===== config.mk =====
export PLATFORM = sky130hd
export DESIGN_NAME = svmm_duty_lane
export DESIGN_NICKNAME = d
export VERILOG_FILES = /design/src/sv/svmm_pkg.sv /design/src/sv/svmm_duty_lane.sv
export SDC_FILE = /design/constraint.sdc
export NUM_CORES = 2
export LEC_CHECK = 0
export BUFFER_PORTS_ARGS = -buffer_cell sky130_fd_sc_hd__buf_2
export CAP_MARGIN = 15
export CORE_UTILIZATION = 45
export CTS_CLUSTER_DIAMETER = 30
export DETAILED_ROUTE_END_ITERATION = 12
export PLACE_DENSITY_LB_ADDON = 0.2
export SLEW_MARGIN = 25
export SYNTH_ARGS = -nofsm -noshare
export SYNTH_HDL_FRONTEND = slang
export SYNTH_SLANG_ARGS = --single-unit

===== constraint.sdc =====
create_clock -name clk -period 8.18 [get_ports clk]
set_clock_uncertainty 0.05 [all_clocks]
set_input_delay 1.636 -clock clk [delete_from_list [all_inputs] [get_ports clk]]
set_output_delay 1.636 -clock clk [all_outputs]
set_load 0.01 [all_outputs]

===== src/sv/svmm_pkg.sv =====
// ----------------------------------------------------------------------------
// svmm_pkg
// Shared widths, constants and register indexes for the min-max SVPWM block.
// ----------------------------------------------------------------------------
package svmm_pkg;

  localparam int DATA_W  = 16;
  localparam int BUS_W   = 15;
  localparam int PHASE_W = 21;  // phase voltage after offset injection
  localparam int DIV_STAGES = BUS_W;
  localparam int LATENCY = 25;  // accept edge to strobe sample edge

  localparam logic signed [15:0] K_SQRT3_2 = 16'sd28377;
  localparam logic signed [17:0] K_HALF    = 18'sd16384;
  localparam logic [15:0]        K_ONE     = 16'd32768;

  typedef enum logic {
    REG_BUS_VOLTAGE = 1'b0,
    REG_PWM_PERIOD  = 1'b1
  } reg_index_t;

  localparam logic [BUS_W-1:0]  BUS_RESET    = 15'd32767;
  localparam logic [DATA_W-1:0] PERIOD_RESET = 16'd4096;

  typedef logic signed [PHASE_W-1:0] phase_t;

endpackage


===== src/sv/svmm_duty_lane.sv =====
// ----------------------------------------------------------------------------
// svmm_duty_lane
// One phase: divide by bus voltage (one quotient bit per stage), centre at
// one half, clamp and scale to compare counts.
// ----------------------------------------------------------------------------
module svmm_duty_lane (
  input  logic                             clk,
  input  logic                             rst,
  input  logic                             in_vld,
  input  svmm_pkg::phase_t                 phase,
  input  logic [svmm_pkg::BUS_W-1:0]       bus,
  input  logic [svmm_pkg::DATA_W-1:0]      period,
  output logic                             out_vld,
  output logic [svmm_pkg::DATA_W-1:0]      compare
);

  localparam int N  = svmm_pkg::DIV_STAGES;
  localparam int BW = svmm_pkg::BUS_W;

  logic [N:0]          vld;
  logic [N:0]          neg;
  logic [N:0]          ovf;
  logic [BW-1:0]       rem [0:N];
  logic [BW-1:0]       quo [0:N];
  logic                vld_d, vld_p;
  logic [15:0]         duty;
  logic [31:0]         prod;

  logic [svmm_pkg::PHASE_W-1:0] mag;
  logic [15:0]                  qmag;
  logic signed [16:0]           qs;
  logic signed [17:0]           duty_raw;

  always_comb begin
    mag  = phase[svmm_pkg::PHASE_W-1] ? 21'(-phase) : 21'(phase);
    qmag = ovf[N] ? svmm_pkg::K_ONE : {1'b0, quo[N]};
    qs   = neg[N] ? -$signed({1'b0, qmag}) : $signed({1'b0, qmag});
    duty_raw = svmm_pkg::K_HALF - {qs[16], qs};
  end

  always_ff @(posedge clk) begin : div_pipe
    logic [BW:0] t;
    neg[0] <= phase[svmm_pkg::PHASE_W-1];
    // quotient of 2^15 or more once the magnitude reaches the divisor
    ovf[0] <= mag >= {{(svmm_pkg::PHASE_W-BW){1'b0}}, bus};
    rem[0] <= mag[BW-1:0];
    quo[0] <= '0;
    for (int k = 0; k < N; k++) begin
      t = {rem[k], 1'b0};
      if (t >= {1'b0, bus}) begin
        rem[k+1] <= BW'(t - {1'b0, bus});
        quo[k+1] <= {quo[k][BW-2:0], 1'b1};
      end else begin
        rem[k+1] <= t[BW-1:0];
        quo[k+1] <= {quo[k][BW-2:0], 1'b0};
      end
      neg[k+1] <= neg[k];
      ovf[k+1] <= ovf[k];
    end
    if (duty_raw < 0) begin
      duty <= '0;
    end else if (duty_raw > $signed({2'b00, svmm_pkg::K_ONE})) begin
      duty <= svmm_pkg::K_ONE;
    end else begin
      duty <= duty_raw[15:0];
    end
    prod    <= duty * period;
    // duty is at most one, so the count never exceeds the period
    compare <= prod[30:15];
  end

  always_ff @(posedge clk) begin
    if (rst) begin
      vld     <= '0;
      vld_d   <= 1'b0;
      vld_p   <= 1'b0;
      out_vld <= 1'b0;
    end else begin
      vld     <= {vld[N-1:0], in_vld};
      vld_d   <= vld[N];
      vld_p   <= vld_d;
      out_vld <= vld_p;
    end
  end

endmodule


# After elaboration in Yosys (flattened, before gate mapping)
# Memory sizes are Yosys's and may differ from the RTL's.
# Index checks and enable logic that the tools add are counted.
# totals
ff_bits,114
mem_bits_rw,480
word_cells,159
n_memories,2
# mem_list
memory,depth,word_bits,rd,rd_ports_with_merged_regs,wr,line_no,text
quo,16,15,16,0,16,svmm_duty_lane.sv:24,logic [BW-1:0] quo [0:N];
rem,16,15,15,0,16,svmm_duty_lane.sv:23,logic [BW-1:0] rem [0:N];
# op_classes
addsub,18
multipliers,1
order_cmp,18
mux,79
n_bitwise,30
reduce_logical,1
# ops
cell,n
15-bit two-way mux,30
16-bit by 15-bit greater-or-equal comparator with 1-bit output,15
15-bit subtractor,15
1-bit two-way mux,45
16-bit two-way mux,2
16-bit by 16-bit multiplier with 31-bit output,1
1-bit bitwise OR,30
21-bit by 15-bit greater-or-equal comparator with 1-bit output,1
21-bit two-way mux,1
21-bit negation,1
"18-bit by 17-bit greater-than comparator with 1-bit output, second input constant",1
"18-bit by 1-bit less-than comparator with 1-bit output, second input constant",1
"16-bit by 17-bit subtractor with 18-bit output, first input constant",1
17-bit two-way mux,1
16-bit negation with 17-bit output,1
2-bit OR reduction,1

# Longest topological paths before layout
# An unclocked memory read counts as a cell.
# logic_depth
ltp_word,7
depth_mapped,24
mapped_depth_nobuf,23

# Worst setup path before layout
# No wires, ideal clock.
# synth_timing
path_type,in2reg
startpoint,in period[9] (netlist name)
endpoint,reg prod[30]
setup_ns,0.121
t_arrival_ns,7.076
t_required_ns,8.009
setup_slack_ns,0.934
cell_stages,23
cell_sequence,clkbuf_1 -> nand2_1 -> fa_1 -> inv_1 -> fa_1 -> inv_1 -> fa_1 -> inv_1 -> fa_1 -> fa_1 -> inv_1 -> fa_1 -> inv_1 -> ha_1 -> nand4_1 -> nor2_1 -> o211ai_1 -> a31oi_1 -> a21oi_1 -> o311a_1 -> a21oi_1 -> a21oi_1 -> xnor2_1
# synth_via
elab_chain_cells,1
# synth_lines
element,line_no,text
"start, declared",svmm_duty_lane.sv:12,"input logic [svmm_pkg::DATA_W-1:0] period,"
16-bit by 16-bit multiplier with 31-bit output,svmm_duty_lane.sv:67,prod <= duty * period;
"end signal, assigned",svmm_duty_lane.sv:67,
"end, declared",svmm_duty_lane.sv:27,logic [31:0] prod;
# No other way between the ends.
# A chain may end at the register's enable or synchronous reset.

# Worst setup path after layout
# layout_timing
startpoint,in period[6] (netlist name)
endpoint,reg prod[30]
# The elaborated chain is that of the path after synthesis.

==> run metrics <==
Cell Area, Placed=31500 um^2; Layout area overhead=15.0%; largest net degree at the start of global routing=31; Layout Utilization=52.6%; Post-DRT Antenna Nets=0; Die Wd=261 um; # hold bufs at CTS=0; Startpoint Class=primary input; Post CTS Setup Buffer Count=0; DR DRC count=0; Mapped Cells=3093; crit path time final=7400 ps; Pre-antenna DRT Iters=7; Max Slew Vio Count=0; commonest non-fill, non-tap cell in the layout=dfxtp_1; drt wl/cell=17.2 um; Worst Setup End Kind=flop; Overflow after GRT=0; CP Data Required Time=8630 ps; starting density of the core=45.7%; Port Buf Inserts=71; CTS tree=yes; ANT cells=0; post-synthesis cell type count=73; first-pass GRT wire length=117000 um; CTS Sinks=444; row count=94; register bit count reported by yosys=444; post-synthesis sequential area ratio=29.4%; Post-synth EDFFs=0; dominant synthesized flop cell=dfxtp_1; Resized cells post-CTS=0; clock tree buffer depth=3; Ys Warns=0; Placer Congestion=0.866; Finished Cell Area=34800 um^2; slew margin rel.=34.4%; worst slack, placed=155 ps; hold slack=261 ps; Worst path slowest cell=a31oi_1; outcome=complete, no violations; worst r2r src=duty[6]; vias per std cell=5.41; LEAKAGE=15.9 nW; Worst-path clk slew=50 ps; setup TNS=0 ps; reg-to-reg slack, setup=1170 ps; hold_sp=quo[0][105]; Final Cycle Share=90.5%; Final Hold Viols=0; total power divided by cell area=362 nW/um^2; nets@finish=3816; FMAX=135 MHz; peak supply drop=0.255 mV; Netlist Area Pre-Place=30200 um^2; clk_lat worst skew=620 ps; Worst Setup SP=period[6]; drt total wl=71500 um; Max Cap Viol=0; RSZ-0062 raised after global routing=false; estimated wirelength of the detail-placed design=53200 um; vias in the first global route=23262; critical path peak fanout=16; Worst Hold Class=flop to flop; H-tree level count=3; GRT Total Usage=21.3%; share of layout cells above drive strength 1=13.9%; die area=68200 um^2; most frequent cells in the layout=dfxtp_1 (444), ha_1 (340), inv_1 (304), nand2_1 (248), fa_1 (206); Die Ht=261 um; ys async rst share=0%; Most Frequent Cell on Critical Path=fa_1; root buffer cell=clkbuf_16; critical path type=primary input to flop; vias=22477; Post-Syn Nets=3694; 1st-iter DRT viols=979; synthesized area per cell=9.77 um^2; TritonCTS buffer count=91; crit path cell chain=buf_2 -> and2_1 -> fa_1 -> inv_1 -> fa_1 -> fa_1 -> inv_1 -> fa_1 -> fa_1 -> inv_1 -> fa_1 -> inv_1 -> ha_1 -> nand4_1 -> nor2_1 -> o211ai_1 -> a31oi_1 -> a21oi_1 -> o311a_1 -> a21oi_1 -> a21oi_1 -> xnor2_1; io pins=72; final setup margin=780 ps; Worst Path Arrival=7850 ps; Core Box Area=66100 um^2; final setup fails=0; initial antenna violation count=1; Critical Path Max Stage Delay=570 ps; Worst Tran Pin Value=982 ps
-- critical path, delay by kind of cell --
| kind | cells | cell delay [ps] |
|---|---|---|
| fa+ha+maj | 7 | 3350 |
| compound gates | 6 | 1860 |
| simple gates | 3 | 460 |
| buf+inv | 5 | 400 |
| xor+xnor | 1 | 130 |
-- synth_stat cells (53+ instances only) --
cell       n  area (um^2)
fa_1     206         4120
xor2_1    53          464
dfxtp_1  444         8890
nor2_1   122          458
and2_1   136          851
xnor2_1  139         1220
ha_1     340         4250
a21oi_1  112          561
mux2_2   166         1870
nor2b_1   62          388
inv_1    304         1140
nor3_1    61          305
nand2_1  248          931
o21ai_0   91          455
a21o_1    66          495
-- state kept, by name, indices dropped and copies added (netlist names) --
name,flops
neg,16
vld,16
prod,16
rem,225
out_vld,1
duty,16
quo,120
compare,16
vld_p,1
ovf,16
vld_d,1
-- cells by family after synthesis --
kind of cell | Yosys count | synth area share, %
flops | 444 | 29.4
simple gates | 853 | 14.4
fa+ha+maj | 546 | 27.7
compound gates | 503 | 11.3
xor+xnor | 193 | 5.62
buf+inv | 369 | 4.70
mux | 185 | 6.83
-- cell type report --
class | instances | area (um^2)
fillers | 5954 | 31300
well taps | 864 | 1080
repair buffers | 94 | 528
flip-flops and latches | 444 | 8890
inverters | 304 | 1140
clock inverters | 61 | 738
multi-input cells | 2280 | 19900
clock buffers | 106 | 2480
-- stage by stage --
stage                     std cells  total power, mW
after floorplan                3093             7.63
after global placement         3986             8.67
after detailed placement       3986             8.80
after CTS                      4153             12.7
after global routing           4153             13.4
final                          4153             12.6
-- metal layers --
layer,global-route usage [%],vias up,share of wire (%)
met5,0,-,0
met4,8.48,0,3.4
met3,3.06,176,3.7
met2,38.3,502,50
met1,25.5,10855,43
li1,-,10944,-
-- power breakdown --
group          switching [mW]  leakage [nW]  internal [mW]
Sequential              0.456          3.72           3.05
Clock                    1.28          1.55           2.49
Combinational            2.70          10.7           2.62
Total                    4.43          15.9           8.16
-- worst paths after layout --
check,to,cells past startpoint
max,prod[30],22
max reg2reg,prod[30],22
min,quo[1][1],0
min reg2reg,quo[1][1],0
Power figures use the tool's default switching activity.
