## src/sv/svmm_pkg.sv

```systemverilog
// ----------------------------------------------------------------------------
// svmm_pkg
// Shared widths, constants and register indexes for the min-max SVPWM block.
// ----------------------------------------------------------------------------
package svmm_pkg;

  localparam int DATA_W  = 16;
  localparam int BUS_W   = 15;
  localparam int PHASE_W = 21;  // phase voltage after offset injection
  localparam int DIV_STAGES = BUS_W;
  localparam int LATENCY = 25;  // accept edge to strobe sample edge

  localparam logic signed [15:0] K_SQRT3_2 = 16'sd28377;
  localparam logic signed [17:0] K_HALF    = 18'sd16384;
  localparam logic [15:0]        K_ONE     = 16'd32768;

  typedef enum logic {
    REG_BUS_VOLTAGE = 1'b0,
    REG_PWM_PERIOD  = 1'b1
  } reg_index_t;

  localparam logic [BUS_W-1:0]  BUS_RESET    = 15'd32767;
  localparam logic [DATA_W-1:0] PERIOD_RESET = 16'd4096;

  typedef logic signed [PHASE_W-1:0] phase_t;

endpackage

```

## src/sv/svmm_inject.sv

```systemverilog
// ----------------------------------------------------------------------------
// svmm_inject
// Inverse Park, phase voltages and min-max common-mode offset, six stages.
// ----------------------------------------------------------------------------
module svmm_inject (
  input  logic                clk,
  input  logic                rst,
  input  logic                in_vld,
  input  logic signed [15:0]  sin_value,
  input  logic signed [15:0]  cos_value,
  input  logic signed [15:0]  volt_d,
  input  logic signed [15:0]  volt_q,
  output logic                out_vld,
  output svmm_pkg::phase_t    phase_a,
  output svmm_pkg::phase_t    phase_b,
  output svmm_pkg::phase_t    phase_c
);

  logic [4:0] vld;

  // stage 1: products
  logic signed [31:0] p_cd, p_sq, p_sd, p_cq;
  // stage 2
  logic signed [17:0] alpha2, beta2;
  // stage 3
  logic signed [17:0] alpha3, half3;
  logic signed [33:0] rot_prod;
  // stage 4
  logic signed [19:0] alpha4, pb4, pc4;
  // stage 5
  logic signed [19:0] alpha5, pb5, pc5;
  logic signed [20:0] sum5;

  logic signed [18:0] nalpha;
  logic signed [18:0] rot;
  logic signed [19:0] half_x, lo, hi;
  logic signed [21:0] nsum;
  logic signed [20:0] off;

  logic signed [17:0] K_SQRT3_2_X;
  assign K_SQRT3_2_X = {{2{svmm_pkg::K_SQRT3_2[15]}}, svmm_pkg::K_SQRT3_2};

  always_comb begin
    nalpha = -{alpha2[17], alpha2};
    rot    = rot_prod[33:15];
    half_x = {{2{half3[17]}}, half3};
    lo = (alpha4 < pb4) ? alpha4 : pb4;
    hi = (alpha4 > pb4) ? alpha4 : pb4;
    if (lo >= pc4) begin
      lo = pc4;
    end
    if (hi <= pc4) begin
      hi = pc4;
    end
    nsum = -{sum5[20], sum5};
    off  = nsum[21:1];  // floor of -(lo+hi)/2
  end

  always_ff @(posedge clk) begin
    p_cd <= cos_value * volt_d;
    p_sq <= sin_value * volt_q;
    p_sd <= sin_value * volt_d;
    p_cq <= cos_value * volt_q;

    alpha2 <= {p_cd[31], p_cd[31:15]} - {p_sq[31], p_sq[31:15]};
    beta2  <= {p_sd[31], p_sd[31:15]} + {p_cq[31], p_cq[31:15]};

    alpha3   <= alpha2;
    half3    <= nalpha[18:1];
    rot_prod <= beta2 * K_SQRT3_2_X;

    alpha4 <= {{2{alpha3[17]}}, alpha3};
    pb4    <= half_x + {rot[18], rot};
    pc4    <= half_x - {rot[18], rot};

    alpha5 <= alpha4;
    pb5    <= pb4;
    pc5    <= pc4;
    sum5   <= {lo[19], lo} + {hi[19], hi};

    phase_a <= off + {alpha5[19], alpha5};
    phase_b <= off + {pb5[19], pb5};
    phase_c <= off + {pc5[19], pc5};
  end

  always_ff @(posedge clk) begin
    if (rst) begin
      vld     <= '0;
      out_vld <= 1'b0;
    end else begin
      vld     <= {vld[3:0], in_vld};
      out_vld <= vld[4];
    end
  end

endmodule

```

## config.mk

```make
export PLATFORM = sky130hd
export DESIGN_NAME = svmm_inject
export DESIGN_NICKNAME = d
export VERILOG_FILES = /design/src/sv/svmm_pkg.sv /design/src/sv/svmm_inject.sv
export SDC_FILE = /design/constraint.sdc
export NUM_CORES = 2
export LEC_CHECK = 0
export BUFFER_PORTS_ARGS = -buffer_cell sky130_fd_sc_hd__buf_2
export CAP_MARGIN = 20
export CORE_ASPECT_RATIO = 1.4
export CORE_MARGIN = 10
export CORE_UTILIZATION = 60
export CTS_CLUSTER_DIAMETER = 80
export DETAILED_ROUTE_END_ITERATION = 7
export MAX_ROUTING_LAYER = met4
export PLACE_DENSITY = 0.82
export SLEW_MARGIN = 0
export SYNTH_ARGS = -nofsm -noshare
export SYNTH_HDL_FRONTEND = slang
export SYNTH_SLANG_ARGS = --single-unit
```

## constraint.sdc

```tcl
create_clock -name clk -period 13.6 [get_ports clk]
set_clock_uncertainty 0.15 [all_clocks]
set_input_delay 0 -clock clk [delete_from_list [all_inputs] [get_ports clk]]
set_output_delay 0 -clock clk [all_outputs]
set_load 0.005 [all_outputs]
```

## Word level (Yosys, flattened, before mapping)

Cells that the tools add are included.

- Add/sub/neg operators: 10
- Multipliers: 5
- Magnitude comparators: 4
- Muxes and demuxes: 4

Operators by type and width:

| operator | number |
|---|---|
| multiplier 16 x 16 -> 32 bit | 4 |
| two-way mux 20 bit | 4 |
| adder 21 bit | 3 |
| multiplier 18 x 16 -> 34 bit (second input constant) | 1 |
| negator 22 bit | 1 |
| adder 20 x 20 -> 21 bit | 1 |
| adder 18 x 19 -> 20 bit | 1 |
| greater-or-equal comparator 20 bit | 1 |
| > comparator 18 x 20 -> 1 bit | 1 |
| less-or-equal comparator 20 bit | 1 |
| < comparator 18 x 20 -> 1 bit | 1 |
| subtractor 18 x 19 -> 20 bit | 1 |
| negator 19 bit | 1 |
| adder 17 x 17 -> 18 bit | 1 |
| subtractor 17 x 17 -> 18 bit | 1 |

- Bits in registers: 440
- Input port bits: 67

## Depth between registers and ports, before layout

- Word-level depth: 5
- Mapped depth: 37
- Mapped depth without buffers: 35

## Worst setup path before layout

No wires, ideal clock.

- Kind: reg2reg
- Start point: reg alpha4[17] (netlist name)
- End point: reg sum5[20]
- Data arrival time: 6.555 ns
- Required time: 13.355 ns
- Setup slack: 6.799 ns
- Cell stages (with the launch flop): 34
- Path buffers: 2
- Period minus slack after synthesis: 6.801 ns
- Cells stage by stage: dfxtp_1 ha_1 nand4_1 nor3_1 nand4_1 o21bai_1 nor3_1 a41o_1 or2_1 buf_4 mux2_2 ha_1 a21o_1 a21o_1 a21o_1 a21oi_1 o221ai_1 a21oi_1 o211a_1 clkbuf_1 nand2_1 mux2i_1 ha_1 fa_1 a21oi_1 o21ai_0 a21oi_1 o21a_1 o211a_1 o21bai_1 a211o_1 a21o_1 a21o_1 a221oi_1

- Word-level cells in the longest chain between the ends: 5

RTL lines:

| what | line | source |
|---|---|---|
| < comparator 18 x 20 -> 1 bit or > comparator 18 x 20 -> 1 bit (tied branches) | svmm_inject.sv:47, svmm_inject.sv:48 |  |
| two-way mux 20 bit, on equally long branches | svmm_inject.sv:47, svmm_inject.sv:48 |  |
| greater-or-equal comparator 20 bit or less-or-equal comparator 20 bit (tied branches) | svmm_inject.sv:49, svmm_inject.sv:52 |  |
| two-way mux 20 bit, on equally long branches | svmm_inject.sv:49, svmm_inject.sv:52 |  |
| adder 20 x 20 -> 21 bit (*) | svmm_inject.sv:79 | `sum5 <= {lo[19], lo} + {hi[19], hi};` |
| end signal: assignment | svmm_inject.sv:79 |  |
| end: declaration | svmm_inject.sv:32 | `logic signed [20:0] sum5;` |

Every way passes the cells marked *; elsewhere a longest branch is shown, timed or not.
A chain may end at the register's enable or synchronous reset.

## Worst setup path after layout

- Start point: reg pb4[13]
- End point: reg sum5[20]

- Word-level cells in the longest chain between the ends: 5

RTL lines:

| what | line | source |
|---|---|---|
| start: declaration | svmm_inject.sv:29 | `logic signed [19:0] alpha4, pb4, pc4;` |
| start signal: assignment | svmm_inject.sv:73 | `pb4 <= half_x + {rot[18], rot};` |
| < comparator 18 x 20 -> 1 bit or > comparator 18 x 20 -> 1 bit (tied branches) | svmm_inject.sv:47, svmm_inject.sv:48 |  |
| two-way mux 20 bit, on equally long branches | svmm_inject.sv:47, svmm_inject.sv:48 |  |
| greater-or-equal comparator 20 bit or less-or-equal comparator 20 bit (tied branches) | svmm_inject.sv:49, svmm_inject.sv:52 |  |
| two-way mux 20 bit, on equally long branches | svmm_inject.sv:49, svmm_inject.sv:52 |  |
| adder 20 x 20 -> 21 bit (*) | svmm_inject.sv:79 |  |

Marks and branches as above.

==> metrics.yaml <==
floorplanning:
  top_level_ports: 131
  rows: 136
  die-area_um2: 113000
  coreArea_um2: 98500
  fp.dieH_um: 393
  initial_core_util: 0.606
  die_w_um: 286
sta:
  fmax_ghz: 0.122
  fin_crit_sh: 0.603
  max_slew.worst_pin.slew_ps: 1180
  period_needed_ps: 8200
  final_max_slew_viol_count: 0
  rsz0062_at_grt: "no"
  setup_viol: 0
  fin_tns_setup_ps: 0
  fin_ws_ps: 5400
  hold_violations: 0
  hold_ws_ps: 45.6
  relSlewSlack: 0.208
routing:
  drt_first_pass_iters: 5
  detail-route-antenna-nets: 0
  routedWlPerCell_um: 20.1
  wl_um: 153000
  via_per_inst: 5.62
  drc: 0
  drtIter0Drc: 2125
  vias: 42800
job:
  drv_cap: 0
clock_network:
  cts_hold_buffers: 3
  clkLatencyLatePin_ps: 580
  ctsLongestPathBuffers: 3
  cts.sinks: 362
  cts_tree: "yes"
  cts-resized-gates: 0
  clk_pin_slew_ps: 70
  cts_post_setup_buffers_inserted: 0
  cts_buffers: 38
  h-tree-depth: 2
  root_buffer: "clkbuf_16"
global_routing:
  overflow: 0
  grt_pass1_wl_um: 247000
  track_usage: 0.288
  grt_pass1_vias: 48800
  grt_max_degree: 37
  antenna_found_initial: 28
yosys:
  ys_ff_latch: 362
  yosys_most_used_dff: "dfxtp_1"
  synth_enable_flop_cells: 0
  synth.cells.most_frequent: "inv_1, fa_1, nand2_1, ha_1, and2_1"
  syn-cell-area_um2: 59700
  async_flop_share: 0
  synth_area_leaders: "fa_1, ha_1, dfxtp_1"
  synth_top_area_cell: "fa_1"
  synth.most_common_cell: "inv_1"
  ys_warn_count: 0
  syn-num-nets: 8182
  syn_inst: 6270
  netlist.area_leader.share: 0.400
  syn_area_per_cell_um2: 9.51
  ys_seq_area_frac: 0.121
  synth_cell_type_count: 82
layout:
  drive_above_1_share: 0.0501
  nFillCells: 7678
  layout.nets: 8171
  seqCellArea_um2: 7250
  multi_input_area_um2: 46100
  area_delta_synth_final_pct: 5.20
setup_path:
  crit_required_ps: 13930
  critPathCaptureType: "flip-flop"
  endpoint: "sum5[20]$_DFF_P_"
  cpPeakStageDelay_ps: 580
  r2r_slack_ps: 5400
  cp_common_cell: "a21o_1"
  critPathKind: "flip-flop to flip-flop"
  worst-path-max-fanout: 18
  r2r_cells: 32
  slowest_stage: "or2_1"
  start_kind: "flip-flop"
  regToRegStartpoint: "pb4[13]$_DFF_P_"
  cp-startpoint: "pb4[13]$_DFF_P_"
  r2r_end: "sum5[20]$_DFF_P_"
  worst_ep_arrival_time_ps: 8540
placed_design:
  gp_congestion: 0.976
  port_buffers: 130
  pre_cts_ws_ps: 5430
  dp_hpwl_um: 121000
status:
  status: "finished, final reports clean"
min_path:
  hold_start: "rst"
  hp-class: "input pin to flip-flop"
## per-layer routing
metal  share of wire  global-route usage  wire, um  vias up
met2            0.52               0.519     80100     1680
met1            0.33               0.279     50200    21500
met5               0                   -         0        -
met4           0.085               0.200     13100        0
li1                -                   -         -    18900
met3           0.066              0.0483     10100      757
## flip-flops by register name, indices dropped and copies added (netlist names), 19 cells and up
signal / count
phase_b: 20
rot_prod: 19
pb5: 19
phase_c: 21
sum5: 21
pb4: 20
pc5: 20
pc4: 19
phase_a: 21
## logic make-up (layout without fill, tap and decap cells)
family	Yosys count	count (layout)	synth area share
AO/OA/AOI/OAI	522	522	0.0590
XOR/XNOR	274	274	0.0402
adder cells (fa/ha/maj)	1845	1845	0.537
buffers and inverters	1676	1693	0.106
flip-flops	362	362	0.121
multiplexers	63	63	0.0118
other	0	23	0
AND/OR/NAND/NOR	1528	1528	0.125
## layout make-up
type	count	share of cell area
Antenna cell	23	0.000917
Clock buffer	45	0.0165
Clock inverter	23	0.00457
Inverter	1465	0.0876
Multi-Input combinational cell	4232	0.735
Sequential cell	362	0.115
Tap cell	1311	0.0261
Timing Repair Buffer	160	0.0140
## worst max-delay path: cells and delay by family (launching register included)
kind	cells	cell delay [ps]
AND/OR/NAND/NOR	2	670
adder cells (fa/ha/maj)	3	940
flip-flops	1	350
AO/OA/AOI/OAI	23	4790
buffers and inverters	2	400
multiplexers	2	800
## worst min-delay path by stage
stage / endpoint / slack [ps] / cells after the start
2_1_floorplan: out_vld$_SDFF_PP0_ / -80 / 1
3_3_place_gp: vld[0]$_SDFF_PP0_ / 60 / 2
3_5_place_dp: vld[0]$_SDFF_PP0_ / 70 / 2
4_1_cts: out_vld$_SDFF_PP0_ / 30 / 3
5_1_grt: out_vld$_SDFF_PP0_ / 60 / 3
6_report: out_vld$_SDFF_PP0_ / 50 / 3
## cells in the final DEF, fill, tap and decap left out, types with 21 or more instances in the layout
master        n
inv_1      1465
fa_1       1191
nand2_1     664
ha_1        654
and2_1      387
dfxtp_1     362
xnor2_1     213
a21oi_1     147
nor2_1      137
buf_2       131
o21ai_0      96
nand2b_1     81
a21o_1       70
nor3_1       65
xor2_1       61
mux2_2       56
nor2b_1      47
nand3_1      40
clkbuf_16    39
o21a_1       33
buf_4        25
o21bai_1     24
diode_2      23
or3_1        22
nand4_1      21
## stage by stage
| stage | cells | area (um2) | util |
|---|---|---|---|
| after floorplan | 6270 | 59700 | - |
| after global placement | 7525 | 61300 | 0.623 |
| after detailed placement | 7527 | 61300 | 0.623 |
| after CTS | 7598 | 62700 | 0.636 |
| after global routing | 7616 | 62700 | 0.637 |
| final | 7621 | 62800 | 0.637 |
Power is left out: the tool's default activity adds up to more than one toggle a clock period on the data nets, which glitch-free logic cannot reach.
